### src/hdl/crcfr_pkg.sv
// shared types, constants and the byte-wise crc-32 step for the frame receiver
package crcfr_pkg;

  localparam int BUF_SIZE = 512;
  localparam int BUF_AW   = $clog2(BUF_SIZE);
  localparam int CNT_W    = $clog2(BUF_SIZE + 1);

  localparam int FRAME_MIN_LEN = 6;
  localparam int CRC_TAIL_LEN  = 4;

  localparam logic [31:0] CRC_POLY = 32'hEDB8_8320;
  localparam logic [31:0] CRC_INIT = 32'hFFFF_FFFF;

  localparam logic [7:0] OPCODE_MIN_RST = 8'd1;
  localparam logic [7:0] OPCODE_MAX_RST = 8'd6;

  typedef enum logic [1:0] {
    FUNC_DATA = 2'd0,
    FUNC_EOF  = 2'd1,
    FUNC_READ = 2'd2,
    FUNC_NONE = 2'd3
  } func_e;

  typedef enum logic {
    REG_OPCODE_MIN = 1'b0,
    REG_OPCODE_MAX = 1'b1
  } cfg_reg_e;

  typedef enum logic {
    KIND_REPORT = 1'b0,
    KIND_READ   = 1'b1
  } kind_e;

  typedef struct packed {
    kind_e       kind;
    logic        frame_ok;
    logic [7:0]  opcode;
    logic [7:0]  sequence_res;
    logic [8:0]  body_length;
    logic [31:0] dropped_count;
    logic        rd_hit;
  } res_t;

  function automatic logic [31:0] crc32_byte(input logic [31:0] crc, input logic [7:0] b);
    logic [31:0] c;
    c = crc ^ {24'h0, b};
    for (int i = 0; i < 8; i++) begin
      c = c[0] ? ((c >> 1) ^ CRC_POLY) : (c >> 1);
    end
    return c;
  endfunction

endpackage

### src/hdl/crcfr_out_reg.sv
// result register on the output channel
module crcfr_out_reg (
  input  logic            clk_i,
  input  logic            rst_ni,
  input  logic            load_i,
  input  crcfr_pkg::res_t res_i,
  input  logic            out_ready_i,
  output logic            can_load_o,
  output logic            out_valid_o,
  output crcfr_pkg::res_t res_o
);
  import crcfr_pkg::*;

  logic valid_q, valid_d;
  res_t res_q;

  assign can_load_o = !valid_q || out_ready_i;

  always_comb begin
    valid_d = valid_q;
    if (can_load_o) begin
      valid_d = load_i;
    end
  end

  always_ff @(posedge clk_i or negedge rst_ni) begin
    if (!rst_ni) begin
      valid_q <= 1'b0;
    end else begin
      valid_q <= valid_d;
    end
  end

  always_ff @(posedge clk_i) begin
    if (can_load_o && load_i) begin
      res_q <= res_i;
    end
  end

  assign out_valid_o = valid_q;
  assign res_o       = res_q;

endmodule

### config.mk
export PLATFORM = sky130hd
export DESIGN_NAME = crcfr_out_reg
export DESIGN_NICKNAME = d
export VERILOG_FILES = /design/src/hdl/crcfr_pkg.sv /design/src/hdl/crcfr_out_reg.sv
export SDC_FILE = /design/constraint.sdc
export NUM_CORES = 1
export LEC_CHECK = 0
export BUFFER_PORTS_ARGS = -buffer_cell sky130_fd_sc_hd__buf_2
export CELL_PAD_IN_SITES_DETAIL_PLACEMENT = 1
export CELL_PAD_IN_SITES_GLOBAL_PLACEMENT = 1
export CORE_MARGIN = 10
export CORE_UTILIZATION = 29
export DETAILED_ROUTE_END_ITERATION = 12
export HOLD_SLACK_MARGIN = 0.08
export PLACE_DENSITY = 0.72
export RECOVER_POWER = 25
export SKIP_CTS_REPAIR_TIMING = 1
export SYNTH_ARGS = -nofsm -noshare
export SYNTH_HDL_FRONTEND = slang
export SYNTH_SLANG_ARGS = --single-unit
### constraint.sdc
create_clock -name clk_i -period 1.5 [get_ports clk_i]
set_clock_uncertainty 0.15 [all_clocks]
set_input_delay 0.45 -clock clk_i [delete_from_list [all_inputs] [get_ports clk_i]]
set_output_delay 0.45 -clock clk_i [all_outputs]
set_load 0.05 [all_outputs]
==> results.md <==
Global routing:
- The initial antenna violation count is 0.
- The first-pass GRT wire length is 7820 um.
- The number of global-route vias before repair is between 1000 and 1500.
- The pin count of the biggest net entering global routing is 27.
- Across every metal layer, demand over resource in global routing totals 0.105.
- For this run the aggregate overflow at the end of global routing stands at 0.

Route:
- The number of DRC markers after the initial detailed-route iteration is 40.
- In the final routed layout, each cell accounts on average for 19.0 um.
- In the routed design, unresolved DRC markers number 0.
- Once detail routing completed, the nets flagged for antenna violations numbered 0.
- The via count is approximately 1200.
- The number of detailed-routing iterations run before antenna repair is 2.
- After detailed routing, the number of vias per cell comes to slightly above 4.
- The final wirelength is 5440 um.

Placement:
- Input and output buffers added on the ports amount to about 130.
- The worst slack after detailed placement is -2.84 ps.
- Once placement completed, the tool counted placed cells totaling 269.
- The global placer's final weighted congestion is ~0.63.

Power and ir drop:
- The total power density per cell area is about 1300 nW/um2.
- The share of total power dissipated in sequential elements is 0.468.
- The internal portion of the total power is 3260 uW.
- Of the total power, the share spent switching nets is 0.248.
- The worst-case IR drop observed on VDD is ~0.6 mV.
- The clock network fraction of design power is 0.375.
- The leakage component of the power is 0.00137 uW.
- Summing internal, switching and leakage power gives about 4300 uW.
- The switching power of the nets is between 1000 and 1500 uW.
- The share of total power dissipated in combinational logic is 0.157.

Critical path:
- The critical path arrival is 980 ps.
- The worst setup path is captured at an output pin.
- The critical path in this run is classified as reg -> out.
- The setup slack of the worst register-to-register path is 140 ps.
- The startpoint identified for the worst register-to-register timing path is out_valid_o$_DFFE_PN0P_.
- The worst register-to-register path ends at res_o[37]$_DFFE_PP_.
- STA puts the critical path data required time at around 900 ps.
- The type of origin of the critical path is a flip-flop.
- The depth of the most critical reg-to-reg path is 3.
- The maximum net fanout on the critical path is 3.

Final layout:
- 0 antenna diodes ended up in the layout.
- Of the cells placed in the final design, the portion with a size suffix greater than 1 is 0.700.
- The non-filler instance count after layout is ~290.
- The post-layout utilization of the core is 0.520.
- The final-layout fill cell count is roughly 600.
- The final layout net count is between 200 and 300.
- Compared with the post-synthesis result, the final layout area differs by 76.1%.

Clocking:
- In this run, CTS created clock tree buffers numbering 9.
- No sink is reached through more buffers than the 2 on the longest clock path.
- The library cell used as clock root buffer is sky130_fd_sc_hd__clkbuf_8.
- The clock-pin slew on the worst setup and hold paths is roughly 70 ps.
- TritonCTS built the clock tree.
- The H-tree was split into 3 levels.
- The latest clock arrival within the worst-skew pair is about 320 ps.
- The CTS sink count is 61.

Flow run:
- The number of max-capacitance violations reported is 0.

Floorplan:
- From left edge to right edge, the die measures 100 um.
- In this run the count of I/O pins placed on the die edge is roughly 130.
- The die covers about 10000 um2.
- The area of the core is about 6300 um2.
- The initial utilization of the core area, before any placement, comes to 0.296.
- In this run the vertical extent of the chip is approximately 100 um.
- The total number of placement rows is 29.

Timing:
- Timing would allow up to roughly 630 MHz.
- The final hold violation count is 0.
- The final count of pins violating max slew is 0.
- Once routing completed, OpenROAD measured the worst setup slack at -81.7 ps.
- Setup repair after global routing could not meet its margin everywhere.
- The routed design could run at a clock period as short as approximately 1600 ps.
- The final count of negative-setup-slack endpoints is 4.
- In the finished design, the share of the clock period the worst path needs comes to 1.05.
- The slew of the pin with the lowest slew margin is about 260 ps.
- The relative slew slack is 0.831.

Yosys:
- Yosys mapped a number of flops with a built-in enable equal to 60.
- Of the total synthesized cell area, the portion taken by XOR and XNOR cells is 0.
- Ranked by instance count, the synthesized netlist is headed by sky130_fd_sc_hd__edfxtp_1 (60), sky130_fd_sc_hd__and2_4 (1), sky130_fd_sc_hd__dfrtp_1 (1), sky130_fd_sc_hd__nand2b_1 (1), sky130_fd_sc_hd__nand2b_4 (1).
- The total of warnings raised by yosys is 0.
- The dominant register cell in the synthesized netlist is sky130_fd_sc_hd__edfxtp_1.
- Of the synthesized area, sequential elements account for 0.984.
- The net count after synthesis is about 130.
- Of the post-synthesis cell area, the dominant cell type holds 0.971.
- By area the synthesized netlist is led by sky130_fd_sc_hd__edfxtp_1 (97%), sky130_fd_sc_hd__dfrtp_1 (1.3%), sky130_fd_sc_hd__nand2b_4 (0.74%).
- In the synthesized netlist the async set-or-reset flop fraction comes to 0.0164.
- Averaged over all synthesized cells, the footprint is about 29 um2.
- After technology mapping, the gate count stands at 64.
- The post-synthesis compound-gate area fraction came to 0.
- The most common cell in the synthesized netlist is sky130_fd_sc_hd__edfxtp_1.
- The cell taking the most area after synthesis is sky130_fd_sc_hd__edfxtp_1.
- The number of distinct library cell variants in the gate-level netlist after synthesis is 5.
- Of the total synthesized cell area, the portion taken by AND, OR, NAND and NOR gates is 0.0155.
- The share of synthesized area spent on multiplexers is 0.
- The synthesized design contains 61 register bits.
- The synthesized-area fraction occupied by adder cells is 0.
- After synthesis, the largest family of logic cells by area is simple AND/OR/NAND/NOR gates.
- The post-synthesis instance area is 1860 um2.

Hold path:
- The type of the worst min-delay path is in -> reg.
- The beginning of the worst hold path is res_i[43].
- Along the worst hold path, the cell count comes to 1.
- The worst hold path terminates at res_o[43]$_DFFE_PP_.

Status:
- The flow ran to the end, but the final reports show violations.
- The final reports fail on setup timing.
[sequential cells by signal, indices dropped and copies added, names as in the netlist]
register	count
out_valid_o	1
res_o	60
[power groups by stage]
stage,logic [uW],registers (uW),clock network [uW]
2_1_floorplan,43.5,2370,0
3_3_place_gp,567,2040,0
3_5_place_dp,579,2040,0
4_1_cts,580,2010,1690
5_1_grt,713,2040,1760
6_report,682,2030,1630
[per-layer routing]
| metal | track usage | wire (um) |
|---|---|---|
| met1 | 0.0834 | 1620 |
| met2 | 0.183 | 2950 |
| met3 | 0.0913 | 816 |
| met4 | 0.0359 | 50 |
| met5 | 0 | 0 |
[per-stage QoR]
stage | TNS, ps | cell area [um2] | hold slack (ps)
finish | -168 | 3270 | 149
global route | -1580 | 3270 | 119
CTS | -2450 | 2860 | -282
detailed placement | -2.84 | 2640 | 81.7
global placement | -2.74 | 2640 | 76.5
floorplan | -18400 | 1860 | 4.41
[cell families after synthesis]
logic type | count (synthesis)
flops | 61
simple gates | 3
[area by class of cell]
class | count | area (um2) | share of cell area
flip-flops and latches | 61 | 1830 | 0.560
repair buffers | 130 | 1090 | 0.333
clock buffers | 12 | 155 | 0.0475
well taps | 77 | 96.3 | 0.0295
clock inverters | 4 | 70.1 | 0.0214
multi-input cells | 3 | 28.8 | 0.00881
[critical path, stage by stage (launching register included)]
cell and delay (ps):
sky130_fd_sc_hd__dfrtp_2 420, sky130_fd_sc_hd__nand2b_4 90, sky130_fd_sc_hd__buf_8 150
[cell usage in the layout, fill, tap and decap left out, drive strengths merged]
| cell | synthesis | routed |
|---|---|---|
| dfrtp | 1 | 1 |
| and2 | 1 | 1 |
| clkbuf | 0 | 12 |
| edfxtp | 60 | 60 |
| bufinv | 0 | 2 |
| dlygate4sd3 | 0 | 1 |
| buf | 0 | 129 |
| clkinv | 0 | 2 |
| nand2b | 2 | 2 |
[how the worst max path moves through the flow]
stage	startpoint	to	slack [ps]
after floorplan	out_valid_o$_DFFE_PN0P_	res_o[0]$_DFFE_PP_	-310
after global placement	out_ready_i	can_load_o	-3
after detailed placement	out_ready_i	can_load_o	-3
after CTS	out_valid_o$_DFFE_PN0P_	can_load_o	-220
after global routing	out_valid_o$_DFFE_PN0P_	can_load_o	-130
final	out_valid_o$_DFFE_PN0P_	can_load_o	-80
Note: power is estimated with default switching activity, not from simulation.
